### src/hdl/btfe_pkg.sv
`timescale 1ns / 1ps
// ----------------------------------------------------------------------------
// BER-TLV field extractor package
// Sizes, tag codes, the fixed field table and its lookup.
// ----------------------------------------------------------------------------
package btfe_pkg;

	localparam int NEST_LIMIT   = 30;
	localparam int RECORD_BYTES = 4096;
	localparam int TABLE_ROWS   = 15;

	localparam int OFF_W   = 13;
	localparam int LEN_W   = 16;
	localparam int GRP_W   = 16;
	localparam int ROW_W   = 4;
	localparam int BYTE_W  = 8;
	localparam int FRAME_DEPTH = NEST_LIMIT + 1;
	localparam int TOP_W   = $clog2(FRAME_DEPTH);
	localparam int SUM_W   = LEN_W + 1;

	localparam logic [BYTE_W-1:0] LEN_LONG1       = 8'h81;
	localparam logic [BYTE_W-1:0] LEN_LONG2       = 8'h82;
	localparam logic [BYTE_W-1:0] TAG_CONSTRUCTED = 8'h20;
	localparam logic [BYTE_W-1:0] CLASS_MASK      = 8'hC0;
	localparam logic [BYTE_W-1:0] CLASS_CTX       = 8'h80;

	typedef struct packed {
		logic [GRP_W-1:0]  group_id;
		logic [BYTE_W-1:0] tag;
		logic              is_date;
	} field_row_t;

	typedef struct packed {
		logic             hit;
		logic [ROW_W-1:0] row;
		logic             is_date;
	} field_match_t;

	localparam field_row_t FIELD_TABLE [TABLE_ROWS] = '{
		'{16'h0101, 8'h80, 1'b0}, '{16'h0101, 8'h81, 1'b0}, '{16'h0101, 8'h82, 1'b0},
		'{16'h0101, 8'h83, 1'b1}, '{16'h0101, 8'h84, 1'b0}, '{16'h0101, 8'h85, 1'b0},
		'{16'h0102, 8'h81, 1'b0},
		'{16'h0104, 8'h80, 1'b0}, '{16'h0104, 8'h81, 1'b1}, '{16'h0104, 8'h82, 1'b1},
		'{16'h0104, 8'h83, 1'b0},
		'{16'h0106, 8'h80, 1'b0},
		'{16'h0107, 8'h81, 1'b1}, '{16'h0107, 8'h82, 1'b1},
		'{16'h0109, 8'h80, 1'b0}
	};

	// first matching row wins: scan from the bottom so lower rows overwrite
	function automatic field_match_t lookup_field(input logic [GRP_W-1:0] grp,
			input logic [BYTE_W-1:0] tag);
		field_match_t m;
		m = '0;
		for (int r = TABLE_ROWS - 1; r >= 0; r--) begin
			if (FIELD_TABLE[r].group_id == grp && FIELD_TABLE[r].tag == tag) begin
				m.hit     = 1'b1;
				m.row     = ROW_W'(r);
				m.is_date = FIELD_TABLE[r].is_date;
			end
		end
		return m;
	endfunction

endpackage

### src/hdl/btfe_if.sv
`timescale 1ns / 1ps
// ----------------------------------------------------------------------------
// BER-TLV field extractor channels
// Valid/ready channels for record bytes in and matched field bytes out.
// ----------------------------------------------------------------------------
interface btfe_in_if;
	logic                           valid;
	logic                           ready;
	logic [btfe_pkg::BYTE_W-1:0]    data_byte;
	logic                           first_byte;
	logic [btfe_pkg::OFF_W-1:0]     record_length;
	logic [btfe_pkg::GRP_W-1:0]     group_id;

	modport source (output valid, data_byte, first_byte, record_length, group_id,
		input ready);
	modport sink (input valid, data_byte, first_byte, record_length, group_id,
		output ready);
endinterface

interface btfe_out_if;
	logic                           valid;
	logic                           ready;
	logic [btfe_pkg::ROW_W-1:0]     field_index;
	logic                           is_date;
	logic [btfe_pkg::BYTE_W-1:0]    value_byte;
	logic                           field_end;

	modport source (output valid, field_index, is_date, value_byte, field_end,
		input ready);
	modport sink (input valid, field_index, is_date, value_byte, field_end,
		output ready);
endinterface

### src/hdl/btfe_ram.sv
`timescale 1ns / 1ps
// ----------------------------------------------------------------------------
// Generic RAM
// One write port, one read port, read data registered.
// ----------------------------------------------------------------------------
module btfe_ram #(
	parameter int WIDTH = 8,
	parameter int DEPTH = 32
) (
	input  logic                     clk,
	input  logic                     we,
	input  logic [$clog2(DEPTH)-1:0] waddr,
	input  logic [WIDTH-1:0]         wdata,
	input  logic [$clog2(DEPTH)-1:0] raddr,
	output logic [WIDTH-1:0]         rdata
);

	logic [WIDTH-1:0] mem [DEPTH];
	logic [WIDTH-1:0] rdata_q;

	always_ff @(posedge clk) begin
		if (we) begin
			mem[waddr] <= wdata;
		end
		rdata_q <= mem[raddr];
	end

	assign rdata = rdata_q;

endmodule

### src/hdl/ber_tlv_field_extractor.sv
`timescale 1ns / 1ps
// ----------------------------------------------------------------------------
// BER-TLV field extractor
// Walks a BER-TLV record byte by byte and emits the value bytes of known fields.
// ----------------------------------------------------------------------------
// Each accepted byte is parsed in the step state. When the byte closes inner
// frames, each inner frame closed adds a pass through the pop state, since
// the end of the frame around it is read back from the frame-end RAM (one
// read per cycle) before it can be compared; closing the outermost frame
// adds no pop. A matched field byte sits in an output register; a new byte
// is taken while no pop runs and that register is empty or being emptied.
// A byte taken with first_byte set restarts the record; lengths above 4096
// are clamped to 4096.
// ----------------------------------------------------------------------------
module ber_tlv_field_extractor (
	input  logic      clk,
	input  logic      arst_n,
	btfe_in_if.sink   byte_ch,
	btfe_out_if.source field_ch
);
	import btfe_pkg::*;

	typedef enum logic [2:0] {
		PH_TAG, PH_LEN, PH_LEN81, PH_LEN82_HI, PH_LEN82_LO, PH_EMIT, PH_SKIP, PH_DROP
	} phase_t;

	typedef enum logic {
		ST_STEP,
		ST_POP
	} ctrl_t;

	ctrl_t               st_q;
	phase_t              phase_q;
	logic                active_q;
	logic [OFF_W-1:0]    off_q;
	logic [TOP_W-1:0]    top_q;
	logic [OFF_W-1:0]    top_end_q;
	logic [BYTE_W-1:0]   tag_q;
	logic [LEN_W-1:0]    left_q;
	logic [GRP_W-1:0]    group_q;
	logic [ROW_W-1:0]    row_q;
	logic                date_q;

	logic                out_valid_q;
	logic [ROW_W-1:0]    out_index_q;
	logic                out_date_q;
	logic [BYTE_W-1:0]   out_byte_q;
	logic                out_end_q;

	logic                acc;
	logic                first;
	logic [BYTE_W-1:0]   b;
	logic [OFF_W-1:0]    len_c;
	logic                act_c;
	logic [OFF_W-1:0]    off_c;
	logic [OFF_W-1:0]    end_c;
	logic [TOP_W-1:0]    top_c;
	logic [LEN_W-1:0]    left_c;
	logic [GRP_W-1:0]    grp_c;
	phase_t              phase_c;
	logic [OFF_W-1:0]    vstart;
	logic                hdr_go;
	logic [LEN_W-1:0]    hdr_len;
	logic [SUM_W-1:0]    hdr_sum;
	logic                is_ctx;
	logic                constructed;
	field_match_t        m;
	logic                emit;
	logic                emit_end;
	logic                push;
	logic                pop_go;

	phase_t              n_phase;
	logic                n_active;
	logic [OFF_W-1:0]    n_off;
	logic [TOP_W-1:0]    n_top;
	logic [OFF_W-1:0]    n_end;
	logic [BYTE_W-1:0]   n_tag;
	logic [LEN_W-1:0]    n_left;
	logic [ROW_W-1:0]    n_row;
	logic                n_date;

	logic                ram_we;
	logic [TOP_W-1:0]    ram_waddr;
	logic [OFF_W-1:0]    ram_wdata;
	logic [TOP_W-1:0]    ram_raddr;
	logic [OFF_W-1:0]    ram_rdata;

	assign byte_ch.ready = (st_q == ST_STEP) && (!out_valid_q || field_ch.ready);
	assign acc           = byte_ch.valid && byte_ch.ready;

	assign field_ch.valid       = out_valid_q;
	assign field_ch.field_index = out_index_q;
	assign field_ch.is_date     = out_date_q;
	assign field_ch.value_byte  = out_byte_q;
	assign field_ch.field_end   = out_end_q;

	// one byte step; top_end_q caches frame_ends[top] so no read is needed here
	always_comb begin
		first   = byte_ch.first_byte;
		b       = byte_ch.data_byte;
		len_c   = (byte_ch.record_length > OFF_W'(RECORD_BYTES)) ?
			OFF_W'(RECORD_BYTES) : byte_ch.record_length;
		act_c   = first ? (len_c != '0) : active_q;
		off_c   = first ? '0 : off_q;
		end_c   = first ? len_c : top_end_q;
		top_c   = first ? '0 : top_q;
		left_c  = first ? '0 : left_q;
		grp_c   = first ? byte_ch.group_id : group_q;
		phase_c = first ? PH_TAG : phase_q;

		vstart      = off_c + OFF_W'(1);
		constructed = |(tag_q & TAG_CONSTRUCTED);
		is_ctx      = ((tag_q & CLASS_MASK) == CLASS_CTX) && !constructed;
		m           = lookup_field(grp_c, tag_q);

		hdr_go   = 1'b0;
		hdr_len  = '0;
		emit     = 1'b0;
		emit_end = 1'b0;
		push     = 1'b0;
		pop_go   = 1'b0;

		n_phase  = phase_c;
		n_active = act_c;
		n_off    = off_c;
		n_top    = top_c;
		n_end    = end_c;
		n_tag    = tag_q;
		n_left   = left_c;
		n_row    = row_q;
		n_date   = date_q;

		if (act_c) begin
			unique case (phase_c)
				PH_TAG: begin
					n_tag   = b;
					n_phase = PH_LEN;
				end
				PH_LEN: begin
					if (!b[BYTE_W-1]) begin
						hdr_go  = 1'b1;
						hdr_len = LEN_W'(b);
					end else if (b == LEN_LONG1 && vstart < end_c) begin
						n_phase = PH_LEN81;
					end else if (b == LEN_LONG2 &&
							({1'b0, off_c} + (OFF_W+1)'(2)) < {1'b0, end_c}) begin
						n_phase = PH_LEN82_HI;
					end else begin
						n_phase = PH_DROP;
					end
				end
				PH_LEN81: begin
					hdr_go  = 1'b1;
					hdr_len = LEN_W'(b);
				end
				PH_LEN82_HI: begin
					n_left  = LEN_W'(b);
					n_phase = PH_LEN82_LO;
				end
				PH_LEN82_LO: begin
					hdr_go  = 1'b1;
					hdr_len = {left_c[BYTE_W-1:0], b};
				end
				PH_EMIT: begin
					emit     = 1'b1;
					emit_end = (left_c == LEN_W'(1));
					if (left_c != '0) begin
						n_left = left_c - LEN_W'(1);
					end
					if (n_left == '0) begin
						n_phase = PH_TAG;
					end
				end
				PH_SKIP: begin
					if (left_c != '0) begin
						n_left = left_c - LEN_W'(1);
					end
					if (n_left == '0) begin
						n_phase = PH_TAG;
					end
				end
				PH_DROP: begin
					n_phase = PH_DROP;
				end
				default: begin
					n_phase = PH_DROP;
				end
			endcase
		end

		hdr_sum = SUM_W'(vstart) + SUM_W'(hdr_len);

		if (act_c && hdr_go) begin
			if (hdr_sum > SUM_W'(end_c)) begin
				n_phase = PH_DROP;
			end else begin
				n_phase = PH_TAG;
				if (hdr_len != '0) begin
					if (is_ctx) begin
						n_left  = hdr_len;
						n_row   = m.row;
						n_date  = m.is_date;
						n_phase = m.hit ? PH_EMIT : PH_SKIP;
					end else if (constructed && top_c < TOP_W'(NEST_LIMIT)) begin
						push  = 1'b1;
						n_top = top_c + TOP_W'(1);
						n_end = hdr_sum[OFF_W-1:0];
					end else begin
						n_left  = hdr_len;
						n_phase = PH_SKIP;
					end
				end
			end
		end

		// close the frame that ends here; closes of the frames around it continue in ST_POP
		if (act_c) begin
			n_off = vstart;
			if (n_off >= n_end) begin
				n_phase = PH_TAG;
				n_left  = '0;
				if (n_top == '0) begin
					n_active = 1'b0;
				end else begin
					n_top  = n_top - TOP_W'(1);
					pop_go = 1'b1;
				end
			end
		end
	end

	// writes go to top+1 or to entry 0 and reads to the new top or below; they
	// meet on one entry only in a step that pops nothing, when rdata goes unused
	assign ram_we    = acc && (first || push);
	assign ram_waddr = first ? '0 : top_c + TOP_W'(1);
	assign ram_wdata = first ? len_c : hdr_sum[OFF_W-1:0];
	assign ram_raddr = (st_q == ST_POP) ? top_q - TOP_W'(1) : n_top;

	btfe_ram #(
		.WIDTH (OFF_W),
		.DEPTH (FRAME_DEPTH)
	) u_frame_ram (
		.clk   (clk),
		.we    (ram_we),
		.waddr (ram_waddr),
		.wdata (ram_wdata),
		.raddr (ram_raddr),
		.rdata (ram_rdata)
	);

	always_ff @(posedge clk or negedge arst_n) begin
		if (!arst_n) begin
			st_q        <= ST_STEP;
			phase_q     <= PH_TAG;
			active_q    <= 1'b0;
			off_q       <= '0;
			top_q       <= '0;
			top_end_q   <= '0;
			tag_q       <= '0;
			left_q      <= '0;
			group_q     <= '0;
			row_q       <= '0;
			date_q      <= 1'b0;
			out_valid_q <= 1'b0;
			out_index_q <= '0;
			out_date_q  <= 1'b0;
			out_byte_q  <= '0;
			out_end_q   <= 1'b0;
		end else begin
			if (acc && emit) begin
				out_valid_q <= 1'b1;
				out_index_q <= row_q;
				out_date_q  <= date_q;
				out_byte_q  <= b;
				out_end_q   <= emit_end;
			end else if (field_ch.ready) begin
				out_valid_q <= 1'b0;
			end

			unique case (st_q)
				ST_STEP: begin
					if (acc) begin
						phase_q   <= n_phase;
						active_q  <= n_active;
						off_q     <= n_off;
						top_q     <= n_top;
						top_end_q <= n_end;
						tag_q     <= n_tag;
						left_q    <= n_left;
						group_q   <= grp_c;
						row_q     <= n_row;
						date_q    <= n_date;
						if (pop_go) begin
							st_q <= ST_POP;
						end
					end
				end
				ST_POP: begin
					// parent frame end has arrived: adopt it or pop once more
					top_end_q <= ram_rdata;
					if (off_q >= ram_rdata) begin
						if (top_q == '0) begin
							active_q <= 1'b0;
							st_q     <= ST_STEP;
						end else begin
							top_q <= top_q - TOP_W'(1);
						end
					end else begin
						st_q <= ST_STEP;
					end
				end
				default: begin
					st_q <= ST_STEP;
				end
			endcase
		end
	end

	assert property (@(posedge clk) disable iff (!arst_n)
		top_q <= TOP_W'(NEST_LIMIT))
		else $error("frame stack deeper than the nesting limit");

	assert property (@(posedge clk) disable iff (!arst_n)
		!active_q |-> (phase_q == PH_TAG && left_q == '0))
		else $error("parser state left over with no active record");

	assert property (@(posedge clk) disable iff (!arst_n)
		(st_q == ST_POP) |-> active_q)
		else $error("frame pop running with no active record");

	assert property (@(posedge clk) disable iff (!arst_n)
		(phase_q == PH_EMIT) |-> (left_q != '0))
		else $error("emitting a field with no value bytes left");

	assert property (@(posedge clk) disable iff (!arst_n)
		(acc && pop_go) |=> (st_q == ST_POP && !byte_ch.ready))
		else $error("next item taken before nested frames were closed");

endmodule

### src/flat_wrapper.sv
// flat-port wrapper written by rule: the top's interface ports become plain ports
module ber_tlv_field_extractor_flat import btfe_pkg::*;
  (clk, arst_n, byte_ch_valid, byte_ch_data_byte, byte_ch_first_byte, byte_ch_record_length, byte_ch_group_id, byte_ch_ready, field_ch_valid, field_ch_field_index, field_ch_is_date, field_ch_value_byte, field_ch_field_end, field_ch_ready);
  btfe_in_if byte_ch_i ();
  btfe_out_if field_ch_i ();
  input  logic clk;
  input  logic arst_n;
  input wire logic [$bits(byte_ch_i.valid)-1:0] byte_ch_valid;
  input wire logic [$bits(byte_ch_i.data_byte)-1:0] byte_ch_data_byte;
  input wire logic [$bits(byte_ch_i.first_byte)-1:0] byte_ch_first_byte;
  input wire logic [$bits(byte_ch_i.record_length)-1:0] byte_ch_record_length;
  input wire logic [$bits(byte_ch_i.group_id)-1:0] byte_ch_group_id;
  output wire logic [$bits(byte_ch_i.ready)-1:0] byte_ch_ready;
  output wire logic [$bits(field_ch_i.valid)-1:0] field_ch_valid;
  output wire logic [$bits(field_ch_i.field_index)-1:0] field_ch_field_index;
  output wire logic [$bits(field_ch_i.is_date)-1:0] field_ch_is_date;
  output wire logic [$bits(field_ch_i.value_byte)-1:0] field_ch_value_byte;
  output wire logic [$bits(field_ch_i.field_end)-1:0] field_ch_field_end;
  input wire logic [$bits(field_ch_i.ready)-1:0] field_ch_ready;
  assign byte_ch_i.valid = byte_ch_valid;
  assign byte_ch_i.data_byte = byte_ch_data_byte;
  assign byte_ch_i.first_byte = byte_ch_first_byte;
  assign byte_ch_i.record_length = byte_ch_record_length;
  assign byte_ch_i.group_id = byte_ch_group_id;
  assign byte_ch_ready = byte_ch_i.ready;
  assign field_ch_valid = field_ch_i.valid;
  assign field_ch_field_index = field_ch_i.field_index;
  assign field_ch_is_date = field_ch_i.is_date;
  assign field_ch_value_byte = field_ch_i.value_byte;
  assign field_ch_field_end = field_ch_i.field_end;
  assign field_ch_i.ready = field_ch_ready;
  ber_tlv_field_extractor u_core (.clk(clk), .arst_n(arst_n), .byte_ch(byte_ch_i), .field_ch(field_ch_i));
endmodule
### config.mk
export PLATFORM = sky130hd
export DESIGN_NAME = ber_tlv_field_extractor_flat
export DESIGN_NICKNAME = d
export VERILOG_FILES = /design/src/hdl/btfe_pkg.sv /design/src/hdl/btfe_if.sv /design/src/hdl/btfe_ram.sv /design/src/hdl/ber_tlv_field_extractor.sv /design/src/flat_wrapper.sv
export SDC_FILE = /design/constraint.sdc
export NUM_CORES = 1
export LEC_CHECK = 0
export BUFFER_PORTS_ARGS = -buffer_cell sky130_fd_sc_hd__clkbuf_2
export CORE_MARGIN = 2
export CORE_UTILIZATION = 40
export DETAILED_ROUTE_END_ITERATION = 10
export PLACE_DENSITY = 0.67
export SLEW_MARGIN = 10
export SYNTH_ARGS = -nofsm -noshare
export SYNTH_HDL_FRONTEND = slang
export SYNTH_HIERARCHICAL = 1
export SYNTH_SLANG_ARGS = --single-unit
### constraint.sdc
create_clock -name clk -period 16.8 [get_ports clk]
set_clock_uncertainty 0.15 [all_clocks]
set_input_delay 0.84 -clock clk [delete_from_list [all_inputs] [get_ports clk]]
set_output_delay 0.84 -clock clk [all_outputs]
set_load 0.1 [all_outputs]
* Yosys cells after proc, flatten, opt, wreduce, memory -nomap -nowiden
Memory sizes are Yosys's and may differ from the RTL's. A register that Yosys moved wholly into a read port is not among the register bits.
Index checks and enable logic that the tools add are counted.
** Storage, ports and cells
- Register bits after elaboration :: 96
- Latch bits :: 0
- Output and inout bits :: 16
- Memories :: 1
- Bits in writable memories :: 403
- Memory bits (read-only) :: 0
** Memories
- u_core.u_frame_ram.mem :: depth 31, bits a word 13, rd ports 1, clocked after Yosys merged registers in 1, wr ports 1, RTL line btfe_ram.sv:18 : logic [WIDTH-1:0] mem [DEPTH];
** Cells by class
- Muxes and demuxes :: 108
- Shifts and indexed selects :: 0
- Bitwise logic cells :: 2
- Multiply operators :: 0
- Reduce and logical (&&, ||, !) cells :: 43
- Divide/modulo/power cells :: 0
- Order comparisons :: 7
- $add $sub $neg :: 7
- Equal/unequal tests :: 27
** Operators with widths (number)
- 2-to-1 mux 16 bit :: 16
- 2-to-1 mux 13 bit :: 11
- equality test 9 x 16 -> 1 bit (first input constant) :: 6
- one-hot mux 16 bit (3 select lines) :: 2
- 2-to-1 mux 6 bit :: 15
- 2-to-1 mux 5 bit :: 14
- equality test 8 bit (first input constant) :: 6
- 2-to-1 mux 3 bit :: 14
- logical NOT 16 bit :: 2
- nonzero test 16 bit :: 2
- 2-to-1 mux 1 bit :: 28
- >= comparator 13 bit :: 2
- one-hot mux 13 bit (2 select lines) :: 1
- logical AND 1 bit :: 24
- one-hot mux 3 bit (6 select lines) :: 1
- adder 13 x 16 -> 17 bit :: 1
- > comparator 17 x 13 -> 1 bit :: 1
- equality test 16 x 1 -> 1 bit (second input constant) :: 1
- equality test 8 bit (second input constant) :: 2
- subtractor 16 x 1 -> 16 bit (second input constant) :: 1
- adder 13 x 2 -> 14 bit (second input constant) :: 1
- less-than comparator 14 x 13 -> 1 bit :: 1
- adder 13 x 1 -> 13 bit (second input constant) :: 1
- > comparator 13 bit (second input constant) :: 1
- other kinds (26) :: 40

* Logic depth before layout (Yosys ltp)
Gate-level depths: netlist (run 1).
- Word-level depth :: 25
- Mapped depth :: 57

* Cells and area by module
Netlist (run 1), hierarchy kept.
** By module, submodules not included
- btfe_ram :: seq. area each 12361.9 um^2, instances 1, area each 16024.1 um^2, cells each 781
- ber_tlv_field_extractor :: seq. area each 2402.3 um^2, instances 1, area each 9325.2 um^2, cells each 1134

* Worst setup path after synthesis (run 1)
Ideal clock, no wire load.
- Path kind :: input port to flip-flop
- Start point :: in byte_ch_first_byte
- End point :: reg u_core.u_frame_ram.rdata_q[2], in the netlist u_core/u_frame_ram/rdata[2] (read register of u_core.u_frame_ram.mem)
- Arrival :: 10.695 ns
- Path buffers :: 12
- Data required time :: 16.522 ns
- Slack :: 5.827 ns
- Stages :: 55
- Cell sequence :: buf_4 clkbuf_1 inv_2 clkbuf_1 clkbuf_1 clkbuf_1 buf_1 nand2_1 inv_1 ha_1 nand2_1 xor2_1 nor2_1 ha_1 a21oi_1 nand2_1 o21ai_2 nand3_1 [19 not listed] nor2b_1 o21a_1 o21a_1 o21ai_0 a21oi_1 o221ai_1 a211o_1 nor2_1 clkbuf_1 nand2_1 xnor2_1 mux2i_1 buf_6 buf_8 buf_8 mux4_1 a22oi_1 nand3_1
** Between the ends
- Word-level cells in the longest chain between the ends :: 14
- Elaborated cells on any way between the ends :: 39
** Ends and longest elaborated chain
- start: declaration :: RTL line flat_wrapper.sv:10 : input wire logic [$bits(byte_ch_i.first_byte)-1:0] byte_ch_first_byte;
- branches (longest 12 deep; another with adder 13 x 16 -> 17 bit)
- 2-to-1 mux 5 bit * :: RTL line ber_tlv_field_extractor.sv:218 : if (act_c) begin
- 2-to-1 mux 5 bit * :: RTL line ber_tlv_field_extractor.sv:238 : assign ram_raddr = (st_q == ST_POP) ? top_q - TOP_W'(1) : n_top;
- net u_core.ram_raddr[0] :: RTL line ber_tlv_field_extractor.sv:86 : logic [TOP_W-1:0] ram_raddr;
- end: declaration :: RTL line btfe_ram.sv:19 : logic [WIDTH-1:0] rdata_q;
Mark *: on every way through the listed nets, which the timed path passes.
A chain may end at the register's enable or synchronous reset.

* Final worst setup path (run 1)
- Start point :: in byte_ch_first_byte
- End point :: reg u_core.u_frame_ram.rdata_q[7], in the netlist u_core/u_frame_ram/rdata[7] (read register of u_core.u_frame_ram.mem)
The elaborated chain is that of the path after synthesis.

==> flow_summary.json, run 1 <==
{
  "status": "finished clean",
  "crit_type": "in2reg",
  "async_flop_share": 0.188,
  "timing.rr.start": "u_core/off_q[0]$_DFFE_PN0P_",
  "grt.total_usage": 0.216,
  "crit_path_end_kind": "flip-flop",
  "synth_cell_types": 106,
  "rsz0062_at_grt": "no",
  "dpl_cell_area_um2": 26600,
  "ys_seq_area_frac": 0.582,
  "place_congestion": 0.944,
  "grt_max_degree": 116,
  "clk_pin_slew_worst_paths_ps": 60,
  "cp_max_fo": 54,
  "numClockSinks": 512,
  "max_freq_mhz": 75.2,
  "postCtsHoldBufs": 0,
  "io_buffers": 57,
  "first_global_vias": 17200,
  "r2r-end": "u_core/u_frame_ram/rdata[7]$_DFF_P_",
  "fin_nets": 2102,
  "grt_pass1_wl_um": 108000,
  "core_area_um2": 62900,
  "final_hold_viol_count": 0,
  "area_growth_pct": 11.5,
  "routed_via_density": 6.04,
  "die_w_um": 256,
  "crit_buf_inv": 9,
  "wl_um": 71100,
  "worstMarginPinSlew_ps": 1190,
  "fin_crit_sh": 0.791,
  "synth.cell_area_um2": 25300,
  "min_path_type": "in2async",
  "crit_family": "simple AND/OR/NAND/NOR gates",
  "drive_gt1_frac": 0.165,
  "critical_path.startpoint": "byte_ch_first_byte",
  "endpoint": "u_core/u_frame_ram/rdata[7]$_DFF_P_",
  "rows": 92,
  "ys_ff_latch": 512,
  "r2r_slack_ps": 4300,
  "fin_util": 0.450,
  "h-tree-depth": 2,
  "clk-insertion-delay-late_ps": 630,
  "antenna_found_initial": 0,
  "cts_tree": "yes",
  "cts_made_buffers": 52,
  "post-route-min-period_ps": 13290,
  "cp-start-kind": "input port",
  "yosysWarningCount": 6,
  "reg2reg_depth": 43,
  "drcViolationCount": 0,
  "vias": 17300,
  "final-setup-viol-count": 0,
  "clockBufferDepth": 3,
  "worst_ep_arrival_time_ps": 13700,
  "syn_nets": 2040,
  "crit_cells": 47,
  "slowest_delay_ps": 860,
  "ir_worst_vdd_v": 0.000111,
  "synth_ff_type": "edfxtp_1",
  "routedWlPerCell_um": 24.8,
  "setup-tns-final_ps": 0,
  "cts-resized-gates": 0,
  "cp_data_required_time_ps": 17210,
  "dp.final_hpwl_um": 47300,
  "die_y_um": 256,
  "synth_cells": 1915,
  "synth-edff-count": 403,
  "power.total_uw": 4310,
  "cts_setup_buffers": 0,
  "timing.hold.ws_ps": 23.0,
  "syn_area_per_cell_um2": 13.2,
  "drv_slew": 0,
  "die_area_um2": 65400,
  "fin_area_um2": 28300,
  "ios": 58,
  "cap_violations": 0,
  "p_leak_uw": 0.0102,
  "initial_core_util": 0.403,
  "grt_overflow_total": 0,
  "cts_root_buf": "clkbuf_16",
  "slew_headroom": 0.207,
  "slowest_stage": "or4_1",
  "ant_nets": 0,
  "dr.pass1.iters": 5,
  "p_per_area_nw_per_um2": 153,
  "drt-initial-drc-count": 2098
}
## stage by stage
step                      instances  setup WS [ps]
after detailed placement       2768           3210
after global routing           2864           2870
final                          2865           3510
after floorplan                1915           5830
after global placement         2768           3250
after CTS                      2863           3830
## layer usage
metal / global-route usage / share of wire
met1: 0.293 / 0.41
met2: 0.350 / 0.47
met3: 0.0298 / 0.073
met4: 0.0876 / 0.041
met5: 0 / 0
## layout make-up
class	count	area [µm²]
Clock inverter	35	294
Fill cell	5696	34600
Multi-Input combinational cell	1249	9910
Tap cell	846	1060
Clock buffer	60	1330
Antenna cell	1	2.50
Timing Repair Buffer	110	718
Inverter	52	195
Sequential cell	512	14800
## how the worst min path moves through the flow
stage	to	start	slack (ps)	cells past startpoint
after floorplan	u_core/top_end_q[11]$_DFFE_PN0P_	u_core/u_frame_ram/rdata[11]$_DFF_P_	280	2
after global placement	u_core/top_end_q[12]$_DFFE_PN0P_	u_core/u_frame_ram/rdata[12]$_DFF_P_	300	2
after detailed placement	u_core/top_end_q[12]$_DFFE_PN0P_	u_core/u_frame_ram/rdata[12]$_DFF_P_	310	2
after CTS	u_core/off_q[9]$_DFFE_PN0P_	arst_n	20	1
after global routing	u_core/off_q[6]$_DFFE_PN0P_	arst_n	40	1
final	u_core/off_q[6]$_DFFE_PN0P_	arst_n	20	1
## power breakdown
part,switching (µW),internal (µW)
combinational,995,579
sequential,125,1500
clock,503,605
total,1620,2690
## Yosys cell counts (7+ instances only)
master | instances | area, µm²
edfxtp_1 | 403 | 12100
nand2_1 | 132 | 495
nor2_1 | 119 | 447
o21ai_0 | 103 | 515
dfrtp_1 | 96 | 2400
ha_1 | 82 | 1030
a21oi_1 | 71 | 355
mux2i_1 | 55 | 551
clkbuf_1 | 53 | 199
mux4_2 | 51 | 1150
inv_1 | 49 | 184
nand3_1 | 49 | 245
a22oi_1 | 43 | 323
mux2_2 | 40 | 450
a22o_1 | 38 | 333
nor3_1 | 33 | 165
nor2b_1 | 32 | 200
a21o_1 | 24 | 180
nand4_1 | 22 | 138
xnor2_1 | 22 | 193
a31oi_1 | 21 | 131
buf_2 | 21 | 105
mux4_1 | 21 | 552
nor4_1 | 21 | 131
xor2_1 | 19 | 166
o22ai_1 | 18 | 113
o211ai_1 | 15 | 113
dfxtp_1 | 13 | 260
and3_1 | 12 | 75.1
nand2b_1 | 12 | 75.1
a211oi_1 | 10 | 75.1
and2_1 | 10 | 62.6
or3_1 | 10 | 62.6
o21a_1 | 9 | 67.6
a32o_1 | 8 | 80.1
buf_1 | 8 | 30.0
nand3b_1 | 8 | 60.1
or2_2 | 8 | 50.1
a211o_1 | 7 | 61.3
buf_4 | 7 | 52.6
## sequential cells by signal, summed over array words and instances (netlist names)
| name | cells |
|---|---|
| u_core/top_end_q | 13 |
| u_core/field_ch.field_index | 4 |
| u_core/u_frame_ram/mem | 403 |
| u_core/group_q | 16 |
| u_core/field_ch.valid | 1 |
| u_core/date_q | 1 |
| u_core/phase_q | 3 |
| u_core/top_q | 5 |
| u_core/field_ch.is_date | 1 |
| u_core/off_q | 13 |
| u_core/st_q | 1 |
| u_core/row_q | 4 |
| u_core/tag_q | 8 |
| u_core/active_q | 1 |
| u_core/field_ch.value_byte | 8 |
| u_core/left_q | 16 |
| u_core/field_ch.field_end | 1 |
| u_core/u_frame_ram/rdata | 13 |
## placed cells by master, fill, tap and decap left out, types with 24 or more instances in the layout
cell	instances
edfxtp_1	403
a21o_1	24
a22oi_1	43
buf_4	52
dfrtp_1	96
nor2_1	113
mux4_2	51
a21oi_1	70
mux2_2	40
nand3_1	49
clkbuf_16	52
a22o_1	37
nand2_1	131
o21ai_0	102
inv_1	49
clkbuf_2	55
nor3_1	33
nor2b_1	32
mux2i_1	54
ha_1	82
## kinds of logic (layout without fill, tap and decap cells)
kind of cell             Yosys count  in the layout  share of synthesized area
other                              0              1                          0
AND/OR/NAND/NOR                  501            501                     0.0991
multiplexers                     172            172                      0.109
buffers and inverters            154            257                     0.0293
AO/OA/AOI/OAI                    452            452                      0.124
adder cells (fa/ha/maj)           83             83                     0.0413
flip-flops                       512            512                      0.582
XOR/XNOR                          41             41                     0.0142
Power figures use the tool's default switching activity.
==> run 2: changes to the inputs <==
- clock period: 16.8 -> 13.6 ns (I/O delays scaled with it)
==> run 2 against run 1 <==
Combinational power is 25% higher. Flip-flop and latch count stayed put. Via count is 0.43% higher. Largest cell class unchanged. Largest power group unchanged. Highest routed layer unchanged.
==> flow_summary.json, run 2 (synthesis results as in run 1) <==
{
  "status": "finished clean",
  "cts_root_buf": "clkbuf_16",
  "final_cell_mix": "edfxtp_1, nand2_1, nor2_1",
  "regArea_um2": 14800,
  "post-route-min-period_ps": 12050,
  "setup-tns-final_ps": 0,
  "crit_buf_inv": 3,
  "routed_via_density": 6.05,
  "seqPwrFrac": 0.371,
  "min_path_type": "in2reg",
  "ir_worst_vdd_v": 0.000132,
  "route.met3.wl_um": 5730,
  "wl_met2_um": 33100,
  "crit_path_end_kind": "flip-flop",
  "grt_pass1_wl_um": 107000,
  "antenna_found_initial": 0,
  "timing.hold.ws_ps": 141,
  "crit_family": "simple AND/OR/NAND/NOR gates",
  "cts_tree": "yes",
  "layout.cells.non_filler": 2872,
  "crit_type": "reg2reg",
  "io_buffers": 57,
  "diodes": 0,
  "grt_max_degree": 102,
  "rows": 92,
  "place_congestion": 0.943,
  "dr.pass1.iters": 7,
  "cp_data_required_time_ps": 14000,
  "fin_crit_sh": 0.886,
  "die_area_um2": 65400,
  "final_common_cell": "edfxtp_1",
  "p_per_area_nw_per_um2": 191,
  "drive_gt1_frac": 0.167,
  "clockBufferDepth": 3,
  "clk_pin_slew_worst_paths_ps": 60,
  "slowest_stage": "nor3_1",
  "cp_max_fo": 25,
  "ios": 58,
  "power.total_uw": 5420,
  "routedWlPerCell_um": 24.7,
  "drcViolationCount": 0,
  "power_frac_clock": 0.266,
  "cp-start-kind": "flip-flop",
  "initial_core_util": 0.403,
  "sw_frac_of_total": 0.372,
  "h-tree-depth": 2,
  "slowest_delay_ps": 940,
  "crit_top_cell": "ha_1",
  "clk-insertion-delay-late_ps": 620,
  "combPwrFrac": 0.363,
  "slew_headroom": 0.182,
  "worstMarginPinSlew_ps": 1230,
  "fin_nets": 2108,
  "cts_made_buffers": 52,
  "grt_overflow_total": 0,
  "die_w_um": 256,
  "drv_slew": 0,
  "grt.total_usage": 0.214,
  "largest_registers": "u_core/u_frame_ram/mem: 403 flops, u_core/group_q: 16 flops, u_core/left_q: 16 flops",
  "first_global_vias": 17000,
  "final_hold_viol_count": 0,
  "ant_nets": 0,
  "area_growth_pct": 12.1,
  "place_inst": 2774,
  "rsz0062_at_grt": "no",
  "core_area_um2": 62900,
  "intPower_uw": 3410,
  "multi_input_area_um2": 9890,
  "fillCellCount": 5613,
  "largest_register_ffs": 403,
  "dp_slack_ps": 1320,
  "p_switching_uw": 2010,
  "max_freq_mhz": 83.0,
  "largest-register": "u_core/u_frame_ram/mem",
  "vias": 17400,
  "worst_ep_arrival_time_ps": 12450,
  "wl_um": 71000,
  "dp.final_hpwl_um": 48100,
  "cap_violations": 0,
  "routed.top_layer": "met4",
  "setup_ws_ps": 1550,
  "final-setup-viol-count": 0,
  "die_y_um": 256,
  "wl_met1_um": 29500,
  "drt-initial-drc-count": 2001,
  "numClockSinks": 512,
  "p_leak_uw": 0.0103
}
## run 2: per-stage QoR
stage          utilization  area, µm²
3_5_place_dp         0.424      26700
6_report             0.452      28400
4_1_cts              0.452      28400
3_3_place_gp         0.424      26700
5_1_grt              0.452      28400
2_1_floorplan            -      25300
## run 2: per-layer routing
metal | vias to the layer above | global-route usage
met3 | 164 | 0.0349
met1 | 8701 | 0.291
li1 | 7658 | -
met2 | 848 | 0.346
met4 | 0 | 0.0783
met5 | - | 0
## run 2: power groups by stage
stage | clock network, µW | registers [µW] | logic [µW]
after global placement | 0 | 2030 | 1910
after detailed placement | 0 | 2040 | 1940
after CTS | 1470 | 2000 | 1950
after global routing | 1540 | 2020 | 2110
final | 1440 | 2010 | 1970
after floorplan | 0 | 2050 | 1350
## run 2: final cells by class
| type | instances | area share |
|---|---|---|
| Sequential cell | 512 | 0.520 |
| Multi-Input combinational cell | 1249 | 0.348 |
| Clock buffer | 66 | 0.0488 |
| Tap cell | 846 | 0.0373 |
| Timing Repair Buffer | 116 | 0.0271 |
| Clock inverter | 31 | 0.0119 |
| Inverter | 52 | 0.00687 |
## run 2: worst paths after layout
check                                               from                             endpoint  slack [ps]  cells after the start
hold / removal                            field_ch_ready    u_core/field_ch.valid$_DFFE_PN0P_         140                      2
max in group asynchronous                         arst_n        u_core/group_q[1]$_DFFE_PN0P_       11550                      3
min in group asynchronous                         arst_n          u_core/off_q[4]$_DFFE_PN0P_         410                      2
setup reg to reg             u_core/off_q[0]$_DFFE_PN0P_  u_core/u_frame_ram/rdata[5]$_DFF_P_        1550                     41
setup / recovery             u_core/off_q[0]$_DFFE_PN0P_  u_core/u_frame_ram/rdata[5]$_DFF_P_        1550                     41
hold reg to reg            u_core/group_q[3]$_DFFE_PN0P_        u_core/group_q[3]$_DFFE_PN0P_         340                      2
## run 2: repair_timing
item,CTS,global route
setup endpoints to repair,0,0
setup buffers,0,0
endpoints found under the hold margin,26,0
gates resized for setup,0,0
hold buffers,1,0
## run 2: worst reg2reg max path, delay by kind of cell (launching register included)
kind	cells	cell delay, ps
compound gates	18	3980
xor+xnor	2	460
fa+ha+maj	4	1330
buf+inv	3	420
flops	1	570
simple gates	14	5120
==> run 3: changes to the inputs <==
- PLACE_DENSITY: 0.67 -> 0.55
==> run 3 against run 2 <==
Hold slack worse by 13 ps. Maximum frequency decreased by 1.2%. Critical path type unchanged. Non-clock buffer count is 1 lower. Count of clock-buffer cells in the layout is 1 higher. Combinational power hardly changed. Flip-flop and latch count unchanged. Die area stayed put. Highest routed layer unchanged.
==> flow_summary.json, run 3 (synthesis results as in run 1) <==
{
  "crit_family": "compound AO/OA/AOI/OAI gates",
  "p_per_area_nw_per_um2": 194,
  "cp_max_fo": 44,
  "cts_made_buffers": 56,
  "die_area_um2": 65400,
  "slowest_stage": "or4_1",
  "cap_violations": 0,
  "cp-start-kind": "flip-flop",
  "ir_worst_vdd_v": 0.000111,
  "cts_setup_buffers": 0,
  "fillCellCount": 5702,
  "io_buffers": 57,
  "power_frac_clock": 0.275,
  "final-setup-viol-count": 0,
  "drt-initial-drc-count": 1712,
  "timing.hold.ws_ps": 128,
  "largest_register_ffs": 403,
  "first_global_vias": 16900,
  "p_switching_uw": 2060,
  "clk-insertion-delay-late_ps": 630,
  "cts_tree": "yes",
  "cts-resized-gates": 0,
  "grt.total_usage": 0.226,
  "drv_slew": 0,
  "slew_headroom": 0.206,
  "worst_ep_arrival_time_ps": 12540,
  "ant_nets": 0,
  "grt_max_degree": 68,
  "intPower_uw": 3470,
  "setup-tns-final_ps": 0,
  "combPwrFrac": 0.361,
  "crit_buf_inv": 3,
  "fin_crit_sh": 0.897,
  "numClockSinks": 512,
  "cts_root_buf": "clkbuf_16",
  "post-route-min-period_ps": 12200,
  "clk_pin_slew_worst_paths_ps": 60,
  "dp.final_hpwl_um": 51000,
  "h-tree-depth": 2,
  "antenna_found_initial": 1,
  "sw_frac_of_total": 0.373,
  "vias": 17100,
  "grt_pass1_wl_um": 112000,
  "seqPwrFrac": 0.364,
  "final_common_cell": "edfxtp_1",
  "die_y_um": 256,
  "final_cell_mix": "edfxtp_1, nand2_1, nor2_1",
  "largest-register": "u_core/u_frame_ram/mem",
  "slowest_delay_ps": 840,
  "core_area_um2": 62900,
  "ios": 58,
  "crit_path_end_kind": "flip-flop",
  "routedWlPerCell_um": 25.7,
  "die_w_um": 256,
  "wl_um": 74000,
  "max_freq_mhz": 82.0,
  "rows": 92,
  "place_congestion": 0.931,
  "largest_registers": "u_core/u_frame_ram/mem: 403 flops, u_core/group_q: 16 flops, u_core/left_q: 16 flops",
  "initial_core_util": 0.403,
  "drcViolationCount": 0,
  "min_path_type": "in2reg",
  "rsz0062_at_grt": "no",
  "postCtsHoldBufs": 1,
  "drive_gt1_frac": 0.175,
  "crit_type": "reg2reg",
  "routed_via_density": 5.93,
  "p_leak_uw": 0.0104,
  "final_hold_viol_count": 0,
  "cp_data_required_time_ps": 13940,
  "area_growth_pct": 12.7,
  "clockBufferDepth": 3,
  "worstMarginPinSlew_ps": 1190,
  "dr.pass1.iters": 5,
  "fin_nets": 2111,
  "status": "finished clean",
  "grt_overflow_total": 0
}
run 3: changes by cell type in the layout (fill, tap and decap cells not counted), moves of 2 or more:
| cell | change |
|---|---|
| nor2_1 | -8 |
| nor2_2 | +8 |
| clkbuf_1 | -5 |
| clkbuf_16 | +4 |
| a22o_1 | -2 |
| a22o_2 | +2 |
| clkbuf_8 | +2 |
| clkinv_4 | +2 |
run 3: power by group through the flow:
stage / logic (µW) / clock network [µW] / registers [µW]
4_1_cts: 1990 / 1560 / 2010
3_5_place_dp: 1980 / 0 / 2040
5_1_grt: 2150 / 1620 / 2030
2_1_floorplan: 1350 / 0 / 2050
3_3_place_gp: 1970 / 0 / 2040
6_report: 2000 / 1520 / 2010
run 3: path summary, 6_finish.rpt:
check                                                      from                                   to  slack, ps  cells past startpoint
setup / recovery                    u_core/off_q[0]$_DFFE_PN0P_  u_core/u_frame_ram/rdata[6]$_DFF_P_       1400                     42
hold reg to reg            u_core/u_frame_ram/rdata[12]$_DFF_P_     u_core/top_end_q[12]$_DFFE_PN0P_        330                      2
max in group asynchronous                                arst_n    u_core/field_ch.valid$_DFFE_PN0P_      11530                      3
min in group asynchronous                                arst_n          u_core/off_q[1]$_DFFE_PN0P_        410                      2
setup reg to reg                    u_core/off_q[0]$_DFFE_PN0P_  u_core/u_frame_ram/rdata[6]$_DFF_P_       1400                     42
hold / removal                                   field_ch_ready    u_core/field_ch.valid$_DFFE_PN0P_        130                      2
run 3: stage by stage:
step / util / setup WS, ps / area, µm² / instances / total power [µW]
finish: 0.454 / 1400 / 28600 / 2876 / 5530
global placement: 0.425 / 1180 / 26700 / 2773 / 4010
global route: 0.454 / 669 / 28600 / 2875 / 5800
detailed placement: 0.425 / 1190 / 26700 / 2773 / 4020
CTS: 0.454 / 1540 / 28600 / 2875 / 5560
floorplan: - / 2790 / 25300 / 1915 / 3400
run 3: area by class of cell:
cell class | instances | area (µm²) | share of cell area
Multi-Input combinational cell | 1249 | 9920 | 0.347
Sequential cell | 512 | 14800 | 0.517
Timing Repair Buffer | 115 | 763 | 0.0267
Antenna cell | 1 | 2.50 | 0.0000876
Inverter | 52 | 195 | 0.00683
Clock buffer | 67 | 1490 | 0.0523
Tap cell | 846 | 1060 | 0.0371
Clock inverter | 34 | 364 | 0.0127
run 3: metal layers:
layer	GRT usage	share of wire	vias up
li1	-	-	7671
met1	0.302	0.42	8656
met2	0.379	0.49	595
met3	0.0283	0.053	146
met4	0.0828	0.036	0
met5	0	0	-
